==> config.mk <==
export PLATFORM = sky130hd
export DESIGN_NAME = drive_command_frame_watchdog_top
export DESIGN_NICKNAME = d
export VERILOG_FILES = /design/src/dcfw_pkg.sv /design/src/dcfw_field_unit.sv /design/src/drive_command_frame_watchdog_top.sv
export SDC_FILE = /design/constraint.sdc
export NUM_CORES = 1
export LEC_CHECK = 0
export BUFFER_PORTS_ARGS = -buffer_cell sky130_fd_sc_hd__buf_4
export CORE_ASPECT_RATIO = 1.5
export CORE_MARGIN = 2
export CORE_UTILIZATION = 42
export DETAILED_ROUTE_END_ITERATION = 8
export PLACE_DENSITY_LB_ADDON = 0.12
export SLEW_MARGIN = 20
export SYNTH_ARGS = -nofsm -noshare
export SYNTH_HDL_FRONTEND = slang
export SYNTH_SLANG_ARGS = --single-unit
export TNS_END_PERCENT = 20
==> constraint.sdc <==
create_clock -name clock -period 8.08 [get_ports clock]
set_clock_uncertainty 0.1 [all_clocks]
set_input_delay 1.212 -clock clock [delete_from_list [all_inputs] [get_ports clock]]
set_output_delay 1.212 -clock clock [all_outputs]
set_load 0.03 [all_outputs]
==> src/dcfw_pkg.sv <==
// ----------------------------------------------------------------------------
// dcfw_pkg
// shared types, constants and helpers of the drive command frame watchdog
// ----------------------------------------------------------------------------
package dcfw_pkg;

   localparam int FRAME_LEN  = 13;
   localparam int POS_W      = 4;
   localparam int BYTE_W     = 8;
   localparam int DUTY_W     = 25;
   localparam int MAG_W      = 24;
   localparam int WHOLE_W    = 14;
   localparam int FRAC_W     = 10;
   localparam int PERIOD_W   = 10;
   localparam int TIMEOUT_W  = 16;
   localparam int VALID_W    = 17;
   localparam int REQ_DATA_W = 16;
   localparam int RSP_DATA_W = 56;
   localparam int CSR_DATA_W = 16;

   localparam logic [PERIOD_W-1:0]  PERIOD_RESET  = 10'd10;
   localparam logic [TIMEOUT_W-1:0] TIMEOUT_RESET = 16'd500;
   localparam logic [PERIOD_W-1:0]  SEND_MAX      = '1;
   localparam logic [VALID_W-1:0]   VALID_MAX     = '1;

   // register indexes
   localparam logic REG_SEND_PERIOD = 1'b0;
   localparam logic REG_TIMEOUT     = 1'b1;

   // item kinds
   localparam logic ACT_BYTE = 1'b0;
   localparam logic ACT_TICK = 1'b1;

   localparam logic [1:0] KIND_DRIVE    = 2'd0;
   localparam logic [1:0] KIND_FRAME_OK = 2'd1;
   localparam logic [1:0] KIND_FRAME_BAD = 2'd2;

   localparam logic [1:0] MODE_MANUAL = 2'd0;
   localparam logic [1:0] MODE_AUTO   = 2'd1;
   localparam logic [1:0] MODE_STOP   = 2'd2;

   // characters
   localparam logic [BYTE_W-1:0] CH_S     = 8'h53;
   localparam logic [BYTE_W-1:0] CH_E     = 8'h45;
   localparam logic [BYTE_W-1:0] CH_A     = 8'h41;
   localparam logic [BYTE_W-1:0] CH_M     = 8'h4D;
   localparam logic [BYTE_W-1:0] CH_C     = 8'h43;
   localparam logic [BYTE_W-1:0] CH_F     = 8'h46;
   localparam logic [BYTE_W-1:0] CH_ZERO  = 8'h30;
   localparam logic [BYTE_W-1:0] CH_ONE   = 8'h31;
   localparam logic [BYTE_W-1:0] CH_NINE  = 8'h39;
   localparam logic [BYTE_W-1:0] CH_POINT = 8'h2E;

   // byte positions inside a frame
   localparam logic [POS_W-1:0] POS_START      = 4'd0;
   localparam logic [POS_W-1:0] POS_RIGHT_DIR  = 4'd1;
   localparam logic [POS_W-1:0] POS_LEFT_DIR   = 4'd6;
   localparam logic [POS_W-1:0] POS_LEFT_LAST  = 4'd10;
   localparam logic [POS_W-1:0] POS_TAIL_C     = 4'd11;
   localparam logic [POS_W-1:0] POS_TAIL_F     = 4'd12;

   localparam logic FIELD_RIGHT = 1'b0;
   localparam logic FIELD_LEFT  = 1'b1;

   typedef enum logic [1:0] {
      DIR_NONE,
      DIR_ZERO,
      DIR_ONE
   } dir_type;

   // parse record of one duty field
   typedef struct packed {
      dir_type              dir;
      logic [WHOLE_W-1:0]   whole;
      logic [FRAC_W-1:0]    frac;
      logic [1:0]           frac_cnt;
      logic                 seen_point;
      logic                 stopped;
   } field_rec_type;

   typedef struct packed {
      logic              wr_en;
      logic              addr;
      logic              start;
      logic [BYTE_W-1:0] data;
   } field_cmd_type;

   function automatic logic signed [DUTY_W-1:0] field_duty(field_rec_type rec, logic invert);
      logic [MAG_W-1:0]         mag;
      logic signed [DUTY_W-1:0] pos_v;
      mag   = MAG_W'(rec.whole) * MAG_W'(1000) + MAG_W'(rec.frac);
      pos_v = signed'({1'b0, mag});
      case (rec.dir)
         DIR_ZERO: field_duty = invert ? -pos_v : pos_v;
         DIR_ONE:  field_duty = invert ? pos_v : -pos_v;
         default:  field_duty = '0;
      endcase
   endfunction

endpackage

==> src/dcfw_field_unit.sv <==
// ----------------------------------------------------------------------------
// dcfw_field_unit
// two-entry record memory for the duty fields, read-modify-write with
// forwarding of a write that meets a read of the same entry
// ----------------------------------------------------------------------------
module dcfw_field_unit (
   input  logic                    clock,
   input  logic                    rd_en,
   input  logic                    rd_addr,
   input  dcfw_pkg::field_cmd_type cmd,
   output dcfw_pkg::field_rec_type rec
);
   import dcfw_pkg::*;

   field_rec_type field_mem_ff [2];
   field_rec_type rec_ff;
   field_rec_type rec_in;
   logic [3:0]        digit;
   logic [FRAC_W-1:0] frac_add;
   logic              is_digit;

   always_comb begin
      digit    = cmd.data[3:0];
      is_digit = (cmd.data >= CH_ZERO) && (cmd.data <= CH_NINE);
      case (rec_ff.frac_cnt)
         2'd0:    frac_add = FRAC_W'(digit) * FRAC_W'(100);
         2'd1:    frac_add = FRAC_W'(digit) * FRAC_W'(10);
         default: frac_add = FRAC_W'(digit);
      endcase
      rec_in = rec_ff;
      if (cmd.start) begin
         rec_in = '0;
         if (cmd.data == CH_ZERO) begin
            rec_in.dir = DIR_ZERO;
         end else if (cmd.data == CH_ONE) begin
            rec_in.dir = DIR_ONE;
         end else begin
            rec_in.dir = DIR_NONE;
         end
      end else if (!rec_ff.stopped) begin
         if (cmd.data == CH_POINT) begin
            if (rec_ff.seen_point) begin
               rec_in.stopped = 1'b1;
            end else begin
               rec_in.seen_point = 1'b1;
            end
         end else if (is_digit) begin
            if (rec_ff.seen_point) begin
               rec_in.frac     = rec_ff.frac + frac_add;
               rec_in.frac_cnt = rec_ff.frac_cnt + 2'd1;
            end else begin
               rec_in.whole = rec_ff.whole * WHOLE_W'(10) + WHOLE_W'(digit);
            end
         end else begin
            rec_in.stopped = 1'b1;
         end
      end
   end

   always_ff @(posedge clock) begin
      if (cmd.wr_en) begin
         field_mem_ff[cmd.addr] <= rec_in;
      end
      if (rd_en) begin
         if (cmd.wr_en && (cmd.addr == rd_addr)) begin
            rec_ff <= rec_in;
         end else begin
            rec_ff <= field_mem_ff[rd_addr];
         end
      end
   end

   assign rec = rec_ff;

endmodule

==> src/drive_command_frame_watchdog_top.sv <==
// ----------------------------------------------------------------------------
// drive_command_frame_watchdog_top
// frames serial bytes into drive commands, watches frame arrival and emits
// drive commands on the send period
// ----------------------------------------------------------------------------
//  channel | dir | fields
//  req_    | in  | tuser: action; tdata: data_byte [7:0], estop_level [8]
//  rsp_    | out | tuser: result_kind; tdata: duty_right, duty_left, relay_cut,
//          |     |        manual_lamp, watchdog_expired, mode_now
//  csr_    | in  | csr_index: register, csr_data: value
//
//  one item per cycle while no waiting result holds the work stage; in the work
//  stage the field record, read from the record memory at acceptance, is updated
//  and written back, then any result it gives waits in the output register
//  the record memory is read at acceptance, a same-cycle write is forwarded
//  synchronous reset clears counters, mode, duties and the frame position
//  a waiting result holds the work stage; while the work stage is empty one
//  more item is taken into it
// ----------------------------------------------------------------------------
module drive_command_frame_watchdog_top (
   input  logic                              clock,
   input  logic                              reset,
   input  logic                              req_tvalid,
   output logic                              req_tready,
   // data_byte [7:0], estop_level [8]
   input  logic [dcfw_pkg::REQ_DATA_W-1:0]   req_tdata,
   // action [0]
   input  logic                              req_tuser,
   output logic                              rsp_tvalid,
   input  logic                              rsp_tready,
   // duty_right [24:0], duty_left [49:25], relay_cut [50], manual_lamp [51],
   // watchdog_expired [52], mode_now [54:53]
   output logic [dcfw_pkg::RSP_DATA_W-1:0]   rsp_tdata,
   // result_kind [1:0]
   output logic [1:0]                        rsp_tuser,
   input  logic                              csr_valid,
   output logic                              csr_ready,
   input  logic                              csr_index,
   input  logic [dcfw_pkg::CSR_DATA_W-1:0]   csr_data
);
   import dcfw_pkg::*;

   logic                     req_take;
   logic                     s1_fire;
   logic [POS_W-1:0]         pos_ff, pos_in;

   logic                     s1_valid_ff;
   logic                     s1_tick_ff;
   logic [BYTE_W-1:0]        s1_byte_ff;
   logic                     s1_estop_ff;
   logic [POS_W-1:0]         s1_pos_ff;

   logic [PERIOD_W-1:0]      period_ff;
   logic [TIMEOUT_W-1:0]     timeout_ff;

   logic [1:0]               mode_ff, mode_in;
   logic signed [DUTY_W-1:0] want_r_ff, want_r_in;
   logic signed [DUTY_W-1:0] want_l_ff, want_l_in;
   logic [VALID_W-1:0]       tv_ff, tv_in, tv_inc;
   logic [PERIOD_W-1:0]      ts_ff, ts_in, ts_inc;
   logic                     lamp_ff, lamp_in;
   logic [BYTE_W-1:0]        start_ff, start_in;
   logic                     tail_c_ff, tail_c_in;
   logic signed [DUTY_W-1:0] right_val_ff, right_val_in;

   logic                     rsp_valid_ff;
   logic [1:0]               rsp_kind_ff;
   logic [RSP_DATA_W-1:0]    rsp_data_ff;

   logic                     emit;
   logic [1:0]               kind;
   logic signed [DUTY_W-1:0] out_r, out_l;
   logic                     relay;
   logic                     expired;
   logic                     frame_ok;
   logic                     start_ok;

   field_cmd_type            fcmd;
   field_rec_type            frec;

   assign s1_fire    = s1_valid_ff && (!rsp_valid_ff || rsp_tready);
   assign req_tready = !s1_valid_ff || s1_fire;
   assign req_take   = req_tvalid && req_tready;
   assign csr_ready  = 1'b1;

   assign pos_in = (pos_ff == POS_TAIL_F) ? '0 : pos_ff + POS_W'(1);

   // record memory port
   assign fcmd.wr_en = s1_fire && !s1_tick_ff && (s1_pos_ff >= POS_RIGHT_DIR)
                       && (s1_pos_ff <= POS_LEFT_LAST);
   assign fcmd.addr  = (s1_pos_ff >= POS_LEFT_DIR) ? FIELD_LEFT : FIELD_RIGHT;
   assign fcmd.start = (s1_pos_ff == POS_RIGHT_DIR) || (s1_pos_ff == POS_LEFT_DIR);
   assign fcmd.data  = s1_byte_ff;

   dcfw_field_unit u_field (
      .clock   (clock),
      .rd_en   (req_take && (req_tuser == ACT_BYTE)),
      .rd_addr ((pos_ff inside {[POS_LEFT_DIR:POS_LEFT_LAST], POS_TAIL_F})
                ? FIELD_LEFT : FIELD_RIGHT),
      .cmd     (fcmd),
      .rec     (frec)
   );

   always_comb begin
      tv_inc   = (tv_ff == VALID_MAX) ? tv_ff : tv_ff + VALID_W'(1);
      ts_inc   = (ts_ff == SEND_MAX) ? ts_ff : ts_ff + PERIOD_W'(1);
      start_ok = start_ff inside {CH_S, CH_E, CH_A, CH_M};
      frame_ok = start_ok && tail_c_ff && (s1_byte_ff == CH_F);

      mode_in      = mode_ff;
      want_r_in    = want_r_ff;
      want_l_in    = want_l_ff;
      tv_in        = tv_ff;
      ts_in        = ts_ff;
      lamp_in      = lamp_ff;
      start_in     = start_ff;
      tail_c_in    = tail_c_ff;
      right_val_in = right_val_ff;
      emit         = 1'b0;
      kind         = KIND_DRIVE;
      out_r        = '0;
      out_l        = '0;
      relay        = 1'b0;

      if (s1_tick_ff) begin
         tv_in = tv_inc;
         ts_in = ts_inc;
         if (ts_inc >= period_ff) begin
            ts_in = '0;
            emit  = 1'b1;
            if ((tv_inc > VALID_W'(timeout_ff)) || s1_estop_ff || (mode_ff == MODE_STOP)) begin
               relay = 1'b1;
            end else begin
               lamp_in = (mode_ff == MODE_MANUAL);
               out_r   = want_r_ff;
               out_l   = want_l_ff;
            end
         end
      end else begin
         case (s1_pos_ff)
            POS_START: begin
               start_in = s1_byte_ff;
            end
            POS_TAIL_C: begin
               tail_c_in    = (s1_byte_ff == CH_C);
               right_val_in = field_duty(frec, 1'b0);
            end
            POS_TAIL_F: begin
               emit = 1'b1;
               if (frame_ok) begin
                  kind      = KIND_FRAME_OK;
                  tv_in     = '0;
                  want_r_in = right_val_ff;
                  want_l_in = field_duty(frec, 1'b1);
                  if (start_ff == CH_E) begin
                     mode_in = MODE_STOP;
                  end else if (start_ff == CH_A) begin
                     mode_in = MODE_AUTO;
                  end else begin
                     mode_in = MODE_MANUAL;
                  end
               end else begin
                  kind = KIND_FRAME_BAD;
               end
               out_r = want_r_in;
               out_l = want_l_in;
            end
            default: ;
         endcase
      end
      expired = tv_in > VALID_W'(timeout_ff);
   end

   always_ff @(posedge clock) begin
      if (reset) begin
         pos_ff       <= '0;
         s1_valid_ff  <= 1'b0;
         period_ff    <= PERIOD_RESET;
         timeout_ff   <= TIMEOUT_RESET;
         mode_ff      <= MODE_MANUAL;
         want_r_ff    <= '0;
         want_l_ff    <= '0;
         tv_ff        <= '0;
         ts_ff        <= '0;
         lamp_ff      <= 1'b0;
         rsp_valid_ff <= 1'b0;
      end else begin
         if (csr_valid && csr_ready) begin
            case (csr_index)
               REG_SEND_PERIOD: period_ff  <= csr_data[PERIOD_W-1:0];
               REG_TIMEOUT:     timeout_ff <= csr_data[TIMEOUT_W-1:0];
               default: ;
            endcase
         end
         if (req_take && (req_tuser == ACT_BYTE)) begin
            pos_ff <= pos_in;
         end
         if (req_take) begin
            s1_valid_ff <= 1'b1;
         end else if (s1_fire) begin
            s1_valid_ff <= 1'b0;
         end
         if (s1_fire) begin
            mode_ff   <= mode_in;
            want_r_ff <= want_r_in;
            want_l_ff <= want_l_in;
            tv_ff     <= tv_in;
            ts_ff     <= ts_in;
            lamp_ff   <= lamp_in;
         end
         if (s1_fire && emit) begin
            rsp_valid_ff <= 1'b1;
         end else if (rsp_tready) begin
            rsp_valid_ff <= 1'b0;
         end
      end
   end

   // payload registers
   always_ff @(posedge clock) begin
      if (req_take) begin
         s1_tick_ff  <= req_tuser;
         s1_byte_ff  <= req_tdata[BYTE_W-1:0];
         s1_estop_ff <= req_tdata[BYTE_W];
         s1_pos_ff   <= pos_ff;
      end
      if (s1_fire) begin
         start_ff     <= start_in;
         tail_c_ff    <= tail_c_in;
         right_val_ff <= right_val_in;
      end
      if (s1_fire && emit) begin
         rsp_kind_ff <= kind;
         rsp_data_ff <= {1'b0, mode_in, expired, lamp_in, relay, out_l, out_r};
      end
   end

   assign rsp_tvalid = rsp_valid_ff;
   assign rsp_tuser  = rsp_kind_ff;
   assign rsp_tdata  = rsp_data_ff;

   a_pos_range: assert property (@(posedge clock) disable iff (reset)
      pos_ff <= POS_TAIL_F)
      else $error("frame position out of range");

   a_frame_ok_clean: assert property (@(posedge clock) disable iff (reset)
      rsp_valid_ff && (rsp_kind_ff == KIND_FRAME_OK) |-> !rsp_data_ff[50] && !rsp_data_ff[52])
      else $error("accepted frame shows relay cut or expired watchdog");

   a_cut_zero: assert property (@(posedge clock) disable iff (reset)
      rsp_valid_ff && rsp_data_ff[50] |-> (rsp_data_ff[49:0] == '0))
      else $error("relay cut with nonzero duty");

   a_send_restart: assert property (@(posedge clock) disable iff (reset)
      s1_fire && s1_tick_ff && emit |=> (ts_ff == '0))
      else $error("send counter not restarted after drive command");

   a_kind_legal: assert property (@(posedge clock) disable iff (reset)
      rsp_valid_ff |-> (rsp_kind_ff == KIND_DRIVE) || (rsp_kind_ff == KIND_FRAME_OK)
                       || (rsp_kind_ff == KIND_FRAME_BAD))
      else $error("illegal result kind");

endmodule
# [Word-level counts from Yosys, hierarchy flattened]
# Memory sizes are Yosys's and may differ from the RTL's. A register that Yosys moved wholly into a read port is not among the register bits.
# Cells that the tools add are included.
[totals] regBits=217 ramBits=60 out_inout_bits=61 elab_cells=156 memories=1
[memory_table] name="u_field.field_mem_ff" depth=2 word_bits=30 rd=1 rd_ports_with_merged_regs=1 write_ports=1 line_no="dcfw_field_unit.sv:15" rtl="field_rec_type field_mem_ff [2];"
[classes] add_sub_neg=8 mul=4 magnitude_cmp=10 n_eq_ne=20 n_mux=54 bitwise_logic=4 n_reduce_logical=34
[op_table] op="25-bit 2-to-1 mux" n=10
[op_table] op="25-bit one-hot mux with 2 select lines" n=2
[op_table] op="17-bit 2-to-1 mux" n=4
[op_table] op="28-bit 2-to-1 mux" n=2
[op_table] op="26-bit 2-to-1 mux" n=2
[op_table] op="8-bit by 7-bit == test with 1-bit output, second input constant" n=6
[op_table] op="17-bit by 16-bit greater-than comparator with 1-bit output" n=2
[op_table] op="24-bit negation with 25-bit output" n=1
[op_table] op="24-bit by 10-bit adder with 24-bit output" n=1
[op_table] op="8-bit by 6-bit == test with 1-bit output, second input constant" n=3
[op_table] op="14-bit by 7-bit multiplier with 21-bit output, second input constant" n=1
[op_table] op="1-bit 2-to-1 mux" n=20
[op_table] op="10-bit 2-to-1 mux" n=2
[op_table] op="10-bit one-hot mux with 2 select lines" n=1
[op_table] op="17-bit by 1-bit adder with 17-bit output, second input constant" n=1
[op_table] op="17-bit == test, second input constant" n=1
[op_table] op="2-bit 2-to-1 mux" n=8
[op_table] op="14-bit by 4-bit adder with 14-bit output" n=1
[op_table] op="14-bit by 3-bit multiplier with 13-bit output, second input constant" n=1
[op_table] op="14-bit 2-to-1 mux" n=1
[op_table] op="4-bit == test, second input constant" n=3
[op_table] op="12-bit 2-to-1 mux" n=1
[op_table] op="1-bit logical AND" n=11
[op_table] op="10-bit by 1-bit adder with 10-bit output, second input constant" n=1
[op_table] op="27 further kinds" n=48

# [Longest topological paths before layout]
[logic_depth] depth_word=8 ltp_mapped=23

# [Cells and area by module]
# A second synthesis with hierarchy kept.
[hier_totals] hier_cells=2077 area_unflattened_um2=20055.5
[modules_own_cells] module="drive_command_frame_watchdog_top" n_inst=1 cells_per_inst=1556 area_per_inst_um2=14346.3 seq_area_each_um2=5395.2
[modules_own_cells] module="dcfw_field_unit" n_inst=1 cells_per_inst=521 area_per_inst_um2=5709.2 seq_area_each_um2=2702.6

# [Worst setup path after synthesis]
# Ideal clock, no wire load.
[synth_path] path_kind="flip-flop to flip-flop" from="reg, netlist name u_field.rec[15]" to="reg right_val_ff[22], data pin" setup_time_ns=0.276 arrival_time_ns=5.600 required_ns=7.704 slack_ns=2.104 stages_incl_launch_ff=20 synth_period_minus_slack_ns=5.976 path_cell_list="edfxtp_1 inv_1 fa_1 fa_1 fa_1 inv_1 fa_1 ha_1 buf_2 a21oi_1 nor2b_1 o41a_1 nor4_1 nand3_1 nor3_2 xnor2_1 o211a_1 and3_1 xnor2_1 o22ai_1"
[synth_via] elab_chain_cells=4
[synth_rtl] item="14-bit by 7-bit multiplier with 21-bit output *" line_no="dcfw_pkg.sv:91" rtl="mag = MAG_W'(rec.whole) * MAG_W'(1000) + MAG_W'(rec.frac);"
[synth_rtl] item="24-bit by 10-bit adder with 24-bit output *" line_no="dcfw_pkg.sv:91"
[synth_rtl] item="24-bit negation with 25-bit output"
[synth_rtl] item="25-bit one-hot mux with 2 select lines *" line_no="dcfw_pkg.sv:93" rtl="case (rec.dir)"
[synth_rtl] item="to (signal assigned)" line_no="drive_command_frame_watchdog_top.sv:230" rtl="right_val_ff <= right_val_in;"
[synth_rtl] item="to (decl)" line_no="drive_command_frame_watchdog_top.sv:64" rtl="logic signed [DUTY_W-1:0] right_val_ff, right_val_in;"
# Every way passes the cells marked *; elsewhere a longest branch is shown, timed or not.
# A chain may end at the register's enable or synchronous reset.

# [Final worst setup path]
[layout_path] from="reg, netlist name u_field.rec[19]" to="reg right_val_ff[22], data pin"
[layout_via] elab_chain_cells=4
[layout_rtl] item="14-bit by 7-bit multiplier with 21-bit output *" line_no="dcfw_pkg.sv:91"
[layout_rtl] item="24-bit by 10-bit adder with 24-bit output *" line_no="dcfw_pkg.sv:91"
[layout_rtl] item="24-bit negation with 25-bit output"
[layout_rtl] item="25-bit one-hot mux with 2 select lines *" line_no="dcfw_pkg.sv:93"
# Marks and branches as above.

==> results.md <==
- Status: complete, no violations
- Area of the multi-input gates: 10500 µm²
- Die footprint: 48300 µm²
- Clk slew on worst S/H paths: 0.06 ns
- Slew HR: a little under two fifths
- IO buf count: 90
- Slew @ Worst Pin: 0.943 ns
- Worst-case clock buffer depth: 3
- Yosys reg bits: 307
- Post-CTS Setup Inserts: 0
- Synth Flop Type: edfxtp_1
- Post-Syn Area: 19500 µm²
- Area growth, synth to finish: 11.7%
- DR WL/cell: 17.8 µm
- Pwr Total: 5.18 mW
- Worst setup path class: reg2reg
- Die width: 180 µm
- Hold buffer count at cts: 0
- Share of cells above drive strength 1: 9.54%
- Hold Vio Cnt, Final: 0
- EDFF count, synth: 195
- Post-synthesis sequential area ratio: between 40% and 50%
- GRT Total Usage: 19.8%
- Die H: 268 µm
- Period utilization: 83.9%
- Vias per inst: 5.45
- Pleak: approximately 8.6 nW
- Grt total ovfl: 0
- Crit Path Max Fanout: 9
- First drt pass iteration count: 5
- Mapped Cells: 2027
- DRT iter0 DRCs: about 740
- Residual DRC count: 0
- DRT Wirelength: about 48 mm
- VDD IR-drop max: 0.163 mV
- Post-synth net total: 2273
- MaxCap Viol Count: 0
- Placeable Area: 45900 µm²
- FFs w/ async S/R, synth: 0%
- First-pass GRT wire length: approximately 78 mm
- Post-cts repair resize count: 0
- WP data required: around 8.2 ns
- Area occupied by registers: 8100 µm²
- Io pins: 100
- CTS root buf: clkbuf_16
- Initial Util: between 40% and 50%
- Vias in the first global route: ~15000
- Diode count: 0
- RSZ-0062 raised after global routing: no
- Pwr Density: 238 nW/µm²
- Via count: 14700
- Most common cell after layout, fill and taps aside: nand2_1
- Max Fclk: between 100 and 150 MHz
- RD Place Congestion: 0.861
- Pin count of the biggest net entering global routing: 78
- Tightest Hold Check Type: reg2reg
- Fill count: 4324
- CTS tree: built
- Max-slew violations: 0
- Syn_area_per_cell: 9.63 µm²
- Crit path DAT: about 7 ns
- Hpwl dp: between 30 and 40 mm
- Cell variety after synth: 87
- Most frequent cells in the layout: nand2_1, edfxtp_1, nor2_1
- Sink Count: 307
- Initial antenna violation count: 0
- Final setup viols: 0
- Post-layout min period: a little under 7 ns
- Worst hold slack: 0.353 ns
- CTS Buf Count: 34
- Setup_tns: 0 ns
- CP Launch Type: flip-flop
- Syn. warnings: 0
- H-tree level count: 2
- FP Rows: 96
- Crit. End Element: flip-flop
- Post-route ant nets: 0
- Worst-Skew Late Latency: 0.54 ns
- Final net count: approximately 2300
routing by layer:
| metal | track usage [%] | up-vias | wire [µm] |
|---|---|---|---|
| met1 | 22.4 | 7065 | 19200 |
| met3 | 2.21 | 70 | 1310 |
| met4 | 6.63 | 0 | 1490 |
| met5 | 0 | - | 0 |
| met2 | 38.4 | 216 | 26000 |
| li1 | - | 7331 | - |
synth_stat cells, drive strengths merged (12+ instances only):
cell type / instances / area (µm²)
a211oi: 26 / 195
a21o: 22 / 165
a21oi: 179 / 896
a22o: 48 / 422
a22oi: 20 / 150
and2: 12 / 75.1
and3: 14 / 87.6
buf: 12 / 83.8
clkbuf: 82 / 332
dfxtp: 112 / 2240
edfxtp: 195 / 5860
fa: 52 / 1040
ha: 155 / 1940
inv: 149 / 559
mux2i: 39 / 390
nand2: 229 / 862
nand2b: 14 / 87.6
nand3: 30 / 150
nand3b: 13 / 97.6
nand4: 20 / 125
nor2: 186 / 701
nor2b: 19 / 119
nor3: 40 / 210
nor4: 13 / 81.3
o21a: 23 / 173
o21ai: 80 / 400
o22ai: 15 / 93.8
xnor2: 73 / 639
xor2: 23 / 201
cells by family after synthesis:
group	share of synthesized area, %
mux	2.34
simple gates	15.4
flops	41.5
fa+ha+maj	15.3
other cells	0.0385
xor+xnor	4.42
compound gates	16.1
buf+inv	5.01
critical path, stage by stage (launching register included):
cell and delay [ns]:
edfxtp_1 0.50, inv_1 0.27, fa_1 0.50, fa_1 0.54, fa_1 0.44, fa_1 0.51, inv_1 0.04, ha_1 0.40
a21oi_1 0.46, mux2i_1 0.27, o211ai_1 0.23, nor3_2 0.48, nand2_1 0.20, nor3_2 0.33, xnor2_1 0.34, o211a_1 0.36
and3_1 0.25, xnor2_1 0.15, o22ai_1 0.11
stage by stage:
step	setup WS (ns)	cell area, µm²	instances	util [%]
final	1.30	21800	2694	47.5
after global routing	0.817	21800	2694	47.5
after CTS	1.27	21800	2694	47.5
after detailed placement	1.27	20800	2634	45.2
after global placement	1.42	20800	2634	45.2
after floorplan	2.10	19500	2027	-
power by group:
group | internal [mW] | switching [mW] | total [mW]
Sequential | 1.70 | 0.0290 | 1.73
Combinational | 0.723 | 1.23 | 1.96
Clock | 0.850 | 0.648 | 1.50
Total | 3.27 | 1.91 | 5.18
cell type report:
type                            instances  area share [%]
Multi-Input combinational cell       1476            48.2
Sequential cell                       307            37.1
Clock buffer                           50            4.32
Timing Repair Buffer                  113            3.89
Tap cell                              588            3.37
Inverter                              150            2.58
Clock inverter                         10           0.459
state kept, by name, summed over array words and instances, names as in the netlist, 2 cells and up:
signal / flops
mode_ff: 2
period_ff: 10
pos_ff: 4
right_val_ff: 25
rsp_tdata: 55
rsp_tuser: 2
s1_byte_ff: 8
s1_pos_ff: 4
start_ff: 8
timeout_ff: 16
ts_ff: 10
tv_ff: 17
u_field.field_mem_ff: 60
u_field.rec: 30
want_l_ff: 25
want_r_ff: 25
worst paths after layout:
path / start / end / slack (ns) / cells past startpoint
hold / removal: period_ff[2] / period_ff[2] / 0.35 / 2
setup reg to reg: u_field.rec[19] / right_val_ff[22] / 1.30 / 18
setup / recovery: u_field.rec[19] / right_val_ff[22] / 1.30 / 18
hold reg to reg: period_ff[2] / period_ff[2] / 0.35 / 2
No activity file was read; power rests on OpenSTA's default activity.
